**config.mk**
```make
export PLATFORM = sky130hd
export DESIGN_NAME = multitrace_sample_reduction
export DESIGN_NICKNAME = d
export VERILOG_FILES = /design/src/hdl/msr_pkg.sv /design/src/hdl/msr_group.sv /design/src/hdl/msr_merge.sv /design/src/hdl/msr_mean_div.sv /design/src/hdl/multitrace_sample_reduction.sv
export SDC_FILE = /design/constraint.sdc
export NUM_CORES = 2
export LEC_CHECK = 0
export ABC_CLOCK_PERIOD_IN_PS = 16450
export BUFFER_PORTS_ARGS = -buffer_cell sky130_fd_sc_hd__buf_4
export CORE_ASPECT_RATIO = 1.25
export CORE_MARGIN = 5
export CORE_UTILIZATION = 55
export CTS_CLUSTER_SIZE = 14
export DETAILED_ROUTE_END_ITERATION = 16
export PLACE_DENSITY = 0.75
export SYNTH_ARGS = -nofsm -noshare
export SYNTH_HDL_FRONTEND = slang
export SYNTH_SLANG_ARGS = --single-unit
```
**constraint.sdc**
```tcl
create_clock -name clk -period 16.45 [get_ports clk]
set_input_delay 4.1125 -clock clk [delete_from_list [all_inputs] [get_ports clk]]
set_output_delay 4.1125 -clock clk [all_outputs]
set_load 0.02 [all_outputs]
```
**src/hdl/msr_pkg.sv**
```systemverilog
// Shared types, widths, mode codes and the saturation helper for the
// multitrace sample reduction block. No dependencies.
`timescale 1ns / 1ps

package msr_pkg;

  localparam int LANES       = 8;
  localparam int SAMPLE_BITS = 24;
  localparam int CNT_BITS    = 4;                        // traces_in_use field
  localparam int N_W         = $clog2(LANES + 1);        // clamped trace count
  localparam int SUM_W       = SAMPLE_BITS + $clog2(LANES);
  localparam int SAT_W       = SUM_W + 2;
  localparam int GRP         = 4;                        // lanes per reduction group
  localparam int GROUPS      = (LANES + GRP - 1) / GRP;
  localparam int DIV_K       = SUM_W;                    // reciprocal scale
  localparam int RECIP_W     = DIV_K + 1;
  localparam int PROD_W      = SUM_W + RECIP_W;
  localparam int MODE_W      = 3;

  typedef logic signed [SAMPLE_BITS-1:0] sample_t;
  typedef logic signed [SUM_W-1:0]       sum_t;
  typedef logic [N_W-1:0]                cnt_t;

  typedef enum logic [MODE_W-1:0] {
    MODE_DEBIAS = 3'd0,
    MODE_MEAN   = 3'd1,
    MODE_MIN    = 3'd2,
    MODE_MAX    = 3'd3,
    MODE_DIFF   = 3'd4
  } mode_t;

  // partial or full reduction of a set of lanes
  typedef struct packed {
    sum_t    sum;
    sample_t mn;
    sample_t mx;
  } grp_res_t;

  localparam sample_t SAMPLE_MAX_C = {1'b0, {(SAMPLE_BITS-1){1'b1}}};
  localparam sample_t SAMPLE_MIN_C = {1'b1, {(SAMPLE_BITS-1){1'b0}}};

  function automatic sample_t sat_sample(input logic signed [SAT_W-1:0] v);
    logic signed [SAT_W-1:0] hi;
    logic signed [SAT_W-1:0] lo;
    hi = SAT_W'(SAMPLE_MAX_C);
    lo = SAT_W'(SAMPLE_MIN_C);
    if (v > hi) return SAMPLE_MAX_C;
    else if (v < lo) return SAMPLE_MIN_C;
    else return v[SAMPLE_BITS-1:0];
  endfunction

endpackage

```
**src/hdl/msr_group.sv**
```systemverilog
// One reduction group: sum, min and max over up to GRP active lanes, registered.
// Depends on msr_pkg.
`timescale 1ns / 1ps

module msr_group import msr_pkg::*; (
  input  logic           clk,
  input  logic           en,
  input  sample_t        smp [GRP],
  input  logic [GRP-1:0] act,
  output grp_res_t       res
);

  grp_res_t res_next;

  always_comb begin
    res_next.sum = '0;
    res_next.mn  = SAMPLE_MAX_C;
    res_next.mx  = SAMPLE_MIN_C;
    for (int j = 0; j < GRP; j++) begin
      if (act[j]) begin
        res_next.sum = res_next.sum + SUM_W'(smp[j]);
        if (smp[j] < res_next.mn) res_next.mn = smp[j];
        if (smp[j] > res_next.mx) res_next.mx = smp[j];
      end
    end
  end

  always_ff @(posedge clk) begin
    if (en) res <= res_next;
  end

endmodule

```
**src/hdl/msr_merge.sv**
```systemverilog
// Merges the group partials into the column sum, min and max, registered.
// Depends on msr_pkg.
`timescale 1ns / 1ps

module msr_merge import msr_pkg::*; (
  input  logic     clk,
  input  logic     en,
  input  grp_res_t gres [GROUPS],
  output grp_res_t total
);

  grp_res_t total_next;

  always_comb begin
    total_next.sum = '0;
    total_next.mn  = SAMPLE_MAX_C;
    total_next.mx  = SAMPLE_MIN_C;
    for (int g = 0; g < GROUPS; g++) begin
      total_next.sum = total_next.sum + gres[g].sum;
      if (gres[g].mn < total_next.mn) total_next.mn = gres[g].mn;
      if (gres[g].mx > total_next.mx) total_next.mx = gres[g].mx;
    end
  end

  always_ff @(posedge clk) begin
    if (en) total <= total_next;
  end

endmodule

```
**src/hdl/msr_mean_div.sv**
```systemverilog
// Column mean: sum / count truncated toward zero, by reciprocal multiply
// plus one-step correction over two register stages. Depends on msr_pkg.
`timescale 1ns / 1ps

module msr_mean_div import msr_pkg::*; (
  input  logic    clk,
  input  logic    en_mul,
  input  logic    en_fix,
  input  sum_t    sum,
  input  cnt_t    n,
  output sample_t mean
);

  localparam int QN_W = SUM_W + N_W;

  // floor(2^K / n); entry 0 never used
  logic [RECIP_W-1:0] recip_tab [LANES+1];

  assign recip_tab[0] = '0;
  for (genvar i = 1; i <= LANES; i++) begin : g_recip
    localparam logic [RECIP_W-1:0] RV = RECIP_W'((64'd1 << DIV_K) / i);
    assign recip_tab[i] = RV;
  end

  logic [SUM_W-1:0]  mag;
  logic [PROD_W-1:0] prod;
  logic [SUM_W-1:0]  mag_r;
  logic              neg_r;
  cnt_t              n_r;

  assign mag = sum[SUM_W-1] ? SUM_W'(-sum) : SUM_W'(sum);

  always_ff @(posedge clk) begin
    if (en_mul) begin
      prod  <= PROD_W'(mag) * PROD_W'(recip_tab[n]);
      mag_r <= mag;
      neg_r <= sum[SUM_W-1];
      n_r   <= n;
    end
  end

  // estimate is exact or one low
  logic [SUM_W-1:0] q0;
  logic [QN_W-1:0]  rem;
  logic [SUM_W-1:0] q;
  logic [SUM_W-1:0] mean_full;

  always_comb begin
    q0        = prod[DIV_K +: SUM_W];
    rem       = QN_W'(mag_r) - QN_W'(q0) * QN_W'(n_r);
    q         = (rem >= QN_W'(n_r)) ? q0 + SUM_W'(1) : q0;
    mean_full = neg_r ? -q : q;
  end

  always_ff @(posedge clk) begin
    if (en_fix) mean <= mean_full[SAMPLE_BITS-1:0];
  end

endmodule

```
**src/hdl/multitrace_sample_reduction.sv**
```systemverilog
// Top level of the multitrace sample reduction block: input register, group
// reduction, merge, mean divider and the per-lane result stage.
// Depends on msr_pkg, msr_group, msr_merge, msr_mean_div.
`timescale 1ns / 1ps

// Usage
//   Input channel (in_valid/in_ready): one sample column per transfer, lanes
//   0..LANES-1, traces_in_use (0 taken as 1, above LANES taken as LANES) and
//   the end_of_trace marker.
//   Output channel (out_valid/out_ready): one result per column, in order.
//   Debias gives every lane in use its sample minus the column mean; mean,
//   min, max and diff give one value in lane 0. Unused lanes read zero.
//   cfg_wr_en/cfg_wr_data write the mode register; write it only while idle.
// Throughput: one column per cycle while out_ready is high; six pipeline
//   stages, each one register deep, set by the mean path (input register,
//   group sum, merge, reciprocal multiply, correction, result).
// Reset (rst, synchronous): empties the pipeline and sets mode to debias.
// Stall: when out_ready is low the result holds; earlier stages keep filling
//   until every stage is occupied, and only then does in_ready drop.
module multitrace_sample_reduction import msr_pkg::*; (
  input  logic                  clk,
  input  logic                  rst,
  input  logic                  cfg_wr_en,
  input  logic [MODE_W-1:0]     cfg_wr_data,
  input  logic                  in_valid,
  output logic                  in_ready,
  input  logic [SAMPLE_BITS-1:0] lane_sample_0,
  input  logic [SAMPLE_BITS-1:0] lane_sample_1,
  input  logic [SAMPLE_BITS-1:0] lane_sample_2,
  input  logic [SAMPLE_BITS-1:0] lane_sample_3,
  input  logic [SAMPLE_BITS-1:0] lane_sample_4,
  input  logic [SAMPLE_BITS-1:0] lane_sample_5,
  input  logic [SAMPLE_BITS-1:0] lane_sample_6,
  input  logic [SAMPLE_BITS-1:0] lane_sample_7,
  input  logic [CNT_BITS-1:0]   traces_in_use,
  input  logic                  end_of_trace,
  output logic                  out_valid,
  input  logic                  out_ready,
  output logic [SAMPLE_BITS-1:0] out_value_0,
  output logic [SAMPLE_BITS-1:0] out_value_1,
  output logic [SAMPLE_BITS-1:0] out_value_2,
  output logic [SAMPLE_BITS-1:0] out_value_3,
  output logic [SAMPLE_BITS-1:0] out_value_4,
  output logic [SAMPLE_BITS-1:0] out_value_5,
  output logic [SAMPLE_BITS-1:0] out_value_6,
  output logic [SAMPLE_BITS-1:0] out_value_7,
  output logic [CNT_BITS-1:0]   values_valid,
  output logic                  end_of_output
);

  localparam int STAGES = 6;

  // ---------------------------------------------------------------------
  // Mode register
  // ---------------------------------------------------------------------
  mode_t mode;

  always_ff @(posedge clk) begin
    if (rst) begin
      mode <= MODE_DEBIAS;
    end else if (cfg_wr_en) begin
      mode <= mode_t'(cfg_wr_data);
    end
  end

  // ---------------------------------------------------------------------
  // Pipeline control: stage k loads when it is empty or stage k+1 loads.
  // vld[STAGES-1] is the output register.
  // ---------------------------------------------------------------------
  logic [STAGES-1:0] vld;
  logic [STAGES-1:0] en;

  always_comb begin
    en[STAGES-1] = !vld[STAGES-1] || out_ready;
    for (int k = STAGES - 2; k >= 0; k--) begin
      en[k] = !vld[k] || en[k+1];
    end
  end

  assign in_ready  = en[0];
  assign out_valid = vld[STAGES-1];

  always_ff @(posedge clk) begin
    if (rst) begin
      vld <= '0;
    end else begin
      if (en[0]) vld[0] <= in_valid;
      for (int k = 1; k < STAGES; k++) begin
        if (en[k]) vld[k] <= vld[k-1];
      end
    end
  end

  // ---------------------------------------------------------------------
  // Stage 1: input register, trace count clamped to 1..LANES
  // ---------------------------------------------------------------------
  sample_t lane_in [LANES];
  cnt_t    n_in;

  assign lane_in[0] = lane_sample_0;
  assign lane_in[1] = lane_sample_1;
  assign lane_in[2] = lane_sample_2;
  assign lane_in[3] = lane_sample_3;
  assign lane_in[4] = lane_sample_4;
  assign lane_in[5] = lane_sample_5;
  assign lane_in[6] = lane_sample_6;
  assign lane_in[7] = lane_sample_7;

  always_comb begin
    if (traces_in_use == '0) begin
      n_in = N_W'(1);
    end else if (int'(traces_in_use) > LANES) begin
      n_in = N_W'(LANES);
    end else begin
      n_in = N_W'(traces_in_use);
    end
  end

  // sample, count, marker and mode travel alongside the reductions
  sample_t s1_smp [LANES];
  sample_t s2_smp [LANES];
  sample_t s3_smp [LANES];
  sample_t s4_smp [LANES];
  sample_t s5_smp [LANES];
  cnt_t    s1_n, s2_n, s3_n, s4_n, s5_n;
  logic    s1_eot, s2_eot, s3_eot, s4_eot, s5_eot;
  mode_t   s1_mode, s2_mode, s3_mode, s4_mode, s5_mode;

  always_ff @(posedge clk) begin
    if (en[0]) begin
      s1_smp  <= lane_in;
      s1_n    <= n_in;
      s1_eot  <= end_of_trace;
      s1_mode <= mode;
    end
    if (en[1]) begin
      s2_smp  <= s1_smp;
      s2_n    <= s1_n;
      s2_eot  <= s1_eot;
      s2_mode <= s1_mode;
    end
    if (en[2]) begin
      s3_smp  <= s2_smp;
      s3_n    <= s2_n;
      s3_eot  <= s2_eot;
      s3_mode <= s2_mode;
    end
    if (en[3]) begin
      s4_smp  <= s3_smp;
      s4_n    <= s3_n;
      s4_eot  <= s3_eot;
      s4_mode <= s3_mode;
    end
    if (en[4]) begin
      s5_smp  <= s4_smp;
      s5_n    <= s4_n;
      s5_eot  <= s4_eot;
      s5_mode <= s4_mode;
    end
  end

  // ---------------------------------------------------------------------
  // Stage 2: per-group partial sum/min/max. Lanes at or above the trace
  // count, and padding past LANES, are masked out.
  // ---------------------------------------------------------------------
  grp_res_t gres [GROUPS];

  for (genvar g = 0; g < GROUPS; g++) begin : g_grp
    sample_t        grp_smp [GRP];
    logic [GRP-1:0] grp_act;

    for (genvar j = 0; j < GRP; j++) begin : g_lane
      if (g * GRP + j < LANES) begin : g_real
        assign grp_smp[j] = s1_smp[g*GRP+j];
        assign grp_act[j] = N_W'(g * GRP + j) < s1_n;
      end else begin : g_pad
        assign grp_smp[j] = '0;
        assign grp_act[j] = 1'b0;
      end
    end

    msr_group u_group (
      .clk (clk),
      .en  (en[1]),
      .smp (grp_smp),
      .act (grp_act),
      .res (gres[g])
    );
  end

  // ---------------------------------------------------------------------
  // Stage 3: merged column sum, min, max
  // ---------------------------------------------------------------------
  grp_res_t s3_tot;

  msr_merge u_merge (
    .clk   (clk),
    .en    (en[2]),
    .gres  (gres),
    .total (s3_tot)
  );

  // carry the merged totals past the divider
  grp_res_t s4_tot, s5_tot;

  always_ff @(posedge clk) begin
    if (en[3]) s4_tot <= s3_tot;
    if (en[4]) s5_tot <= s4_tot;
  end

  // ---------------------------------------------------------------------
  // Stages 4-5: mean = sum / n, toward zero
  // ---------------------------------------------------------------------
  sample_t s5_mean;

  msr_mean_div u_mean_div (
    .clk    (clk),
    .en_mul (en[3]),
    .en_fix (en[4]),
    .sum    (s3_tot.sum),
    .n      (s3_n),
    .mean   (s5_mean)
  );

  // ---------------------------------------------------------------------
  // Stage 6: result per mode, saturated; output register
  // ---------------------------------------------------------------------
  sample_t              res_next [LANES];
  logic [CNT_BITS-1:0]  vcnt_next;
  sample_t              res_q [LANES];
  logic [CNT_BITS-1:0]  vcnt_q;
  logic                 eot_q;
  logic signed [SAT_W-1:0] diff_full;

  always_comb begin
    diff_full = (SAT_W'(s5_smp[0]) <<< 1) - SAT_W'(s5_tot.sum);
    for (int i = 0; i < LANES; i++) begin
      res_next[i] = '0;
    end
    vcnt_next = CNT_BITS'(1);
    unique case (s5_mode)
      MODE_DEBIAS: begin
        for (int i = 0; i < LANES; i++) begin
          if (N_W'(i) < s5_n) begin
            res_next[i] = sat_sample(SAT_W'(s5_smp[i]) - SAT_W'(s5_mean));
          end
        end
        vcnt_next = s5_n[CNT_BITS-1:0];
      end
      MODE_MEAN: res_next[0] = s5_mean;
      MODE_MIN:  res_next[0] = s5_tot.mn;
      MODE_MAX:  res_next[0] = s5_tot.mx;
      MODE_DIFF: res_next[0] = sat_sample(diff_full);
      default:   ;  // undefined mode codes: all lanes zero
    endcase
  end

  always_ff @(posedge clk) begin
    if (en[5]) begin
      res_q  <= res_next;
      vcnt_q <= vcnt_next;
      eot_q  <= s5_eot;
    end
  end

  assign out_value_0   = res_q[0];
  assign out_value_1   = res_q[1];
  assign out_value_2   = res_q[2];
  assign out_value_3   = res_q[3];
  assign out_value_4   = res_q[4];
  assign out_value_5   = res_q[5];
  assign out_value_6   = res_q[6];
  assign out_value_7   = res_q[7];
  assign values_valid  = vcnt_q;
  assign end_of_output = eot_q;

endmodule

```
Word level (Yosys, flattened, before mapping)
Memory sizes are Yosys's and may differ from the RTL's.
Cells that the tools add are included.
Widths: inputs -> output; s select.
- flip-flop bits (word level): 1687
- bits in latches: 0
- RAM bits: 0
- ROM bits: 448
- output and inout port bits: 199
- logic and storage cells: 275
- memories kept: 1
- memories (memory ; depth ; bits a word ; rd ports ; clocked after Yosys merged registers in ; wr ports ; RTL line ; text):
    (no name shown) ; 16 ; 28 ; 1 ; 0 ; 0 ; msr_mean_div.sv:35 ; prod <= PROD_W'(mag) * PROD_W'(recip_tab[n]);
- add/subtract/negate cells: 20
- multipliers: 2
- divide/modulo/power cells: 0
- order comparisons: 57
- equal/unequal tests: 4
- shifts and indexed selects: 0
- muxes and demuxes: 54
- bitwise operators: 9
- reduce and logical (&&, ||, !) cells: 29
- operator list (cell ; number):
    $mux 24 ; 34
    $mux 75 ; 8
    $gt 25x24->1 const B ; 8
    $lt 25x24->1 const B ; 8
    $sub 24x24->25 ; 8
    $gt 24x24->1 ; 7
    $lt 24x24->1 ; 7
    $add 27x24->27 ; 6
    $mux 23 ; 7
    $pmux 24 s5 ; 1
    $gt 24x24->1 const B ; 3
    $lt 24x24->1 const B ; 3
    $mux 28 ; 2
    $mul 27x28->54 ; 1
    $lt 3x4->1 const A ; 8
    $ge 31x4->1 ; 1
    $mul 27x4->31 ; 1
    $sub 27x31->31 ; 1
    $gt 28x24->1 const B ; 1
    $lt 28x24->1 const B ; 1
    $sub 25x27->28 ; 1
    $add 27x27->27 ; 1
    $mux 27 ; 1
    $neg 27->27 ; 1
    other kinds (19) ; 55

Depth between registers and ports, before layout
- depth in word-level cells: 12
- gate-level depth with buffers: 50

Cells and area by module
From an unflattened synthesis, not the netlist that was laid out.
- cell total of the unflattened synthesis: 9906
- area, all modules: 111777.2 sq um
- modules (own cells, without submodules) (module ; instances ; cells each ; area an instance (sq um) ; sequential area each (sq um)):
    multitrace_sample_reduction ; 1 ; 3232 ; 53391.2 ; 40629.0
    msr_mean_div ; 1 ; 2958 ; 27077.2 ; 2492.4
    msr_group ; 2 ; 1503 ; 12386.9 ; 2252.2
    msr_merge ; 1 ; 710 ; 6535.0 ; 2252.2

Worst setup path before layout
OpenSTA, ideal clock, no wires.
- kind: input to register
- from: in out_ready
- to: reg g_grp[0].u_group.res[0] (netlist bit), enable pin
- library setup time: 3.459 ns
- arrival time: 12.428 ns
- slack: 0.563 ns
- cell stages on the path: 4
- path buffers: 1
- cells stage by stage: nor2b_1 -> and3_1 -> clkbuf_1 -> nand3_1
- cells in the longest elaborated chain, start to end: 5
- ends and longest elaborated chain (what ; RTL line ; text):
    start: declaration ; multitrace_sample_reduction.sv:38 ; input logic out_ready,
    $logic_or 1x1->1 ; multitrace_sample_reduction.sv:74 ; en[STAGES-1] = !vld[STAGES-1] || out_ready;
    $logic_or 1x1->1 (4 in series) ; multitrace_sample_reduction.sv:76 ; en[k] = !vld[k] || en[k+1];
    named net en[1] ; multitrace_sample_reduction.sv:71 ; logic [STAGES-1:0] en;
    end signal: assignment ; msr_group.sv:29 ; if (en) res <= res_next;
    end: declaration ; msr_group.sv:10 ; output grp_res_t res
The timed path passes the listed nets, and every way through them passes these cells.
A chain may end at the register's enable or synchronous reset.

==> run summary <==
The run finished with clean final reports. For the worst-skew pair, the clock arrives at the later sink with an insertion delay of approximately 890 ps. The max capacitance violation total is 0.

In this run the tightest slew margin relative to its limit is under 10%. In this run the most critical hold path is launched from s4_smp[89]. The sum of met3 wire segment lengths after detailed routing is 37.1 mm. The number of buffers inserted by post-CTS setup repair came out at 0. The largest total area in the synthesized netlist belongs to sky130_fd_sc_hd__edfxtp_1. Of all nets on the critical path, the largest fanout is 49. The path type of the worst setup path is flop to flop. After synthesis the netlist holds a flip-flop and latch count of 1658.

The number of nets with antenna violations after routing is 0. The H-tree depth is 4. The proportion of synthesized chip area in sequential cells came out at between 40% and 50%. Synthesis instantiated 96 different standard cells from the library. For hold timing, the worst endpoint is s5_smp[89]. The worst reg-to-reg path cell count came out at 41.

The worst-margin pin slew is approximately 1400 ps. Relative to the synthesized area, the layout overhead comes to 10.9%. Synthesis handed over a netlist of just over 9000 instances.

The first global-routing pass estimated 535 mm of wire. Port buffering added 403 buffers. The share of synthesized registers carrying an async set or reset is 0%. For this run, the leading register cell type out of synthesis is sky130_fd_sc_hd__edfxtp_1. The length of the first detailed-routing pass in iterations came out at 6. The count of warnings emitted by yosys came out at 0. The kind of end point of the critical path is a flop.

The worst-case clock skew came out at 82.7 ps. Entering global routing, the biggest net connects between 150 and 200 pins. The DRC violation total after the first TritonRoute iteration came out at 8738. Summed over all layers, the global routing overflow is 0. The number of antenna violations at the first check in global routing is 44. The number of buffers created by CTS is 161. Setup repair after global routing left no endpoint under its margin. The final setup slack of the worst path is 4520 ps. The root buffer selected by CTS is sky130_fd_sc_hd__clkbuf_16.

The net switching component of the power came out at 10.2 mW. The via count came out at 76000. The overall routed net length came out at 383 mm. The cell area after technology mapping is 107000 um2.

The final layout net count is 11400. The cell family contributing the most delay on the critical path is compound AO/OA/AOI/OAI gates. The endpoint identified for the worst register-to-register timing path is g_grp[1].u_group.res[30]. The final critical path time including I/O delays and setup is 11930 ps.

The stage delay of the slowest cell on the critical path is 1070 ps. The detailed placement HPWL came out at 308 mm. The highest attainable clock frequency is 83.8 MHz. The worst reg2reg path startpoint is g_grp[1].grp_smp[95]. In the routed design, unresolved DRC markers number 0. The via count normalized by instance count is between 6 and 7. The clock sink total is between 1500 and 2000. After routing, the total negative slack on setup checks comes to 0 ps. The slowest library cell on the worst path is sky130_fd_sc_hd__o31ai_4. The proportion of power drawn by flip-flops and latches is 29.7%. The clock transition time at the flip-flop clock pins of the worst setup and hold paths came out at about 60 ps. The routed metal-1 wirelength is 143 mm. The number of synthesized flops with an enable pin is 1649. The via count of the first global-routing pass was 74400.

The total number of placement rows is 181. The area of the die came out at 203000 um2. Cells fill about 61% of the core in the end. The number of nets in the synthesized netlist is 11000. STA classifies the critical path startpoint as a flop.

The hold buffer count at CTS came out at 0. In the post-synthesis netlist, the cell with the most instances is sky130_fd_sc_hd__edfxtp_1. The height of the die is approximately 500 um. The flop-to-flop setup slack came out at 4520 ps.

The final-report setup violation count is 0. The uppermost signal routing layer after detailed routing is met5. The pre-CTS setup slack is 4770 ps.

The part of the power in combinational logic came out at 54.2%. The length of routed met2 wiring came out at 171 mm. The average wire per standard cell came out at 31.0 um. The buffer levels on the longest clock path came out at 3.

The region available for standard cell placement spans 194000 um2. The number of buffers and inverters on the critical path came out at 4. The final hold violation count came to 0. The top-area cell type share of the netlist area is 46.3%. TritonCTS built the clock tree.

The relative contribution of the clock network to total power is between 10% and 20%. In this run switching power makes up 45.0% of total power. The effective utilization at floorplan is 55.1%. The commonest cells after synthesis are 1649 x sky130_fd_sc_hd__edfxtp_1, 1148 x sky130_fd_sc_hd__inv_1, 959 x sky130_fd_sc_hd__ha_1, 664 x sky130_fd_sc_hd__nand2_1, 609 x sky130_fd_sc_hd__nor2_1. The congestion estimate from routability-driven global placement came to 1.05. The leakage power of the design came out at 52.4 nW. The tightest min-delay check is of the flop to flop type.

The post-synthesis average cell area is 11.6 um2. The power density of the placed cells came out at 191 nW/um2. The data required time at the worst endpoint is around 17000 ps. The hold-critical path depth came out at 0.

The number of max-slew violations in the final report came to 0. After synthesis, the cell types taking the most area are sky130_fd_sc_hd__edfxtp_1 46%, sky130_fd_sc_hd__fa_1 11%, sky130_fd_sc_hd__ha_1 11%. The internal portion of the total power is 12.5 mW. The share of layout cells above drive strength 1 is 10.1%. Global routing used 37.3% of the available tracks across all layers.

The post-cts repair resize count came out at 0. The worst vdd rail ir drop came out at about 0.13 mV. In this run the horizontal extent of the chip is 404 um. In the finished design, the share of the clock period the worst path needs comes to between 70% and 80%. At the worst endpoint, the arrival time is 12570 ps.

The top-level port count is 404.
-- stage by stage --
stage	instance area [um2]	cells	hold slack (ps)	total power, mW
floorplan	107000	9197	400	14.1
global placement	113000	12100	401	18.6
detailed placement	113000	12100	405	18.7
CTS	119000	12300	404	22.5
global route	119000	12300	410	23.8
finish	119000	12400	397	22.7
-- cell usage in the layout, fill, tap and decap left out, types with 107 or more instances in the layout --
cell	instances
sky130_fd_sc_hd__edfxtp_1	1649
sky130_fd_sc_hd__inv_1	1145
sky130_fd_sc_hd__ha_1	959
sky130_fd_sc_hd__nand2_1	662
sky130_fd_sc_hd__fa_1	608
sky130_fd_sc_hd__nor2_1	605
sky130_fd_sc_hd__buf_4	511
sky130_fd_sc_hd__a21oi_1	477
sky130_fd_sc_hd__o21ai_0	470
sky130_fd_sc_hd__xnor2_1	266
sky130_fd_sc_hd__a21o_1	231
sky130_fd_sc_hd__clkbuf_16	162
sky130_fd_sc_hd__mux2i_1	160
sky130_fd_sc_hd__xor2_1	148
sky130_fd_sc_hd__mux2_2	146
sky130_fd_sc_hd__nor2b_1	124
sky130_fd_sc_hd__nor3_1	121
sky130_fd_sc_hd__nand3_1	108
sky130_fd_sc_hd__nand2b_1	107
-- worst max-delay path by stage --
| stage | start | end | slack, ps | cells past startpoint |
|---|---|---|---|---|
| after floorplan | out_ready | g_grp[0].u_group.res[0] | 560 | 4 |
| after global routing | u_merge.total[48] | u_mean_div.prod[53] | 3860 | 37 |
| final | g_grp[1].grp_smp[95] | g_grp[1].u_group.res[30] | 4520 | 41 |
| after global placement | u_merge.total[48] | u_mean_div.prod[53] | 4830 | 37 |
| after detailed placement | u_merge.total[48] | u_mean_div.prod[53] | 4770 | 37 |
| after CTS | u_merge.total[48] | u_mean_div.prod[53] | 4690 | 37 |
-- sequential cells by signal, indices dropped and copies added, names as in the netlist, 26 cells and up --
| signal | count |
|---|---|
| s2_smp | 192 |
| g_grp.grp_smp | 192 |
| s3_smp | 192 |
| u_mean_div.mag_r | 26 |
| s5_smp | 192 |
| u_merge.total | 75 |
| g_grp.u_group.res | 150 |
| u_mean_div.prod | 27 |
| s5_tot | 75 |
| s4_tot | 75 |
| s4_smp | 192 |
-- area by class of cell --
type	instances	area [um2]
Clock buffer	196	4180
Inverter	1158	4360
Sequential cell	1658	49700
Fill cell	15300	75500
Antenna cell	10	25.0
Clock inverter	90	991
Multi-Input combinational cell	6162	52200
Tap cell	2562	3210
Timing Repair Buffer	515	3920
-- cell families (layout without fill, tap and decap cells) --
group	after synthesis	after routing	synth area share, %
AOI/OAI and AO/OA	1768	1768	10.4
xor gates and xnor gates	414	414	3.39
adders and majority gates	1568	1568	22.6
buffers and inverters	1377	1959	4.85
DFF	1658	1658	46.5
muxes	309	309	3.06
other	1	11	0.00351
and+or+nand+nor	2102	2102	9.17
-- layer usage --
metal	GRT usage, %	vias to the layer above
li1	-	33400
met1	47.9	37600
met2	58.0	4023
met3	7.82	935
met4	24.5	10
met5	0	-
-- power groups by stage --
stage	clock network [mW]	logic (mW)	registers [mW]
2_1_floorplan	0	7.57	6.52
3_3_place_gp	0	11.8	6.76
3_5_place_dp	0	12.0	6.78
4_1_cts	3.70	12.0	6.70
5_1_grt	3.89	13.2	6.77
6_report	3.65	12.3	6.72
(Power assumes the default switching activity.)
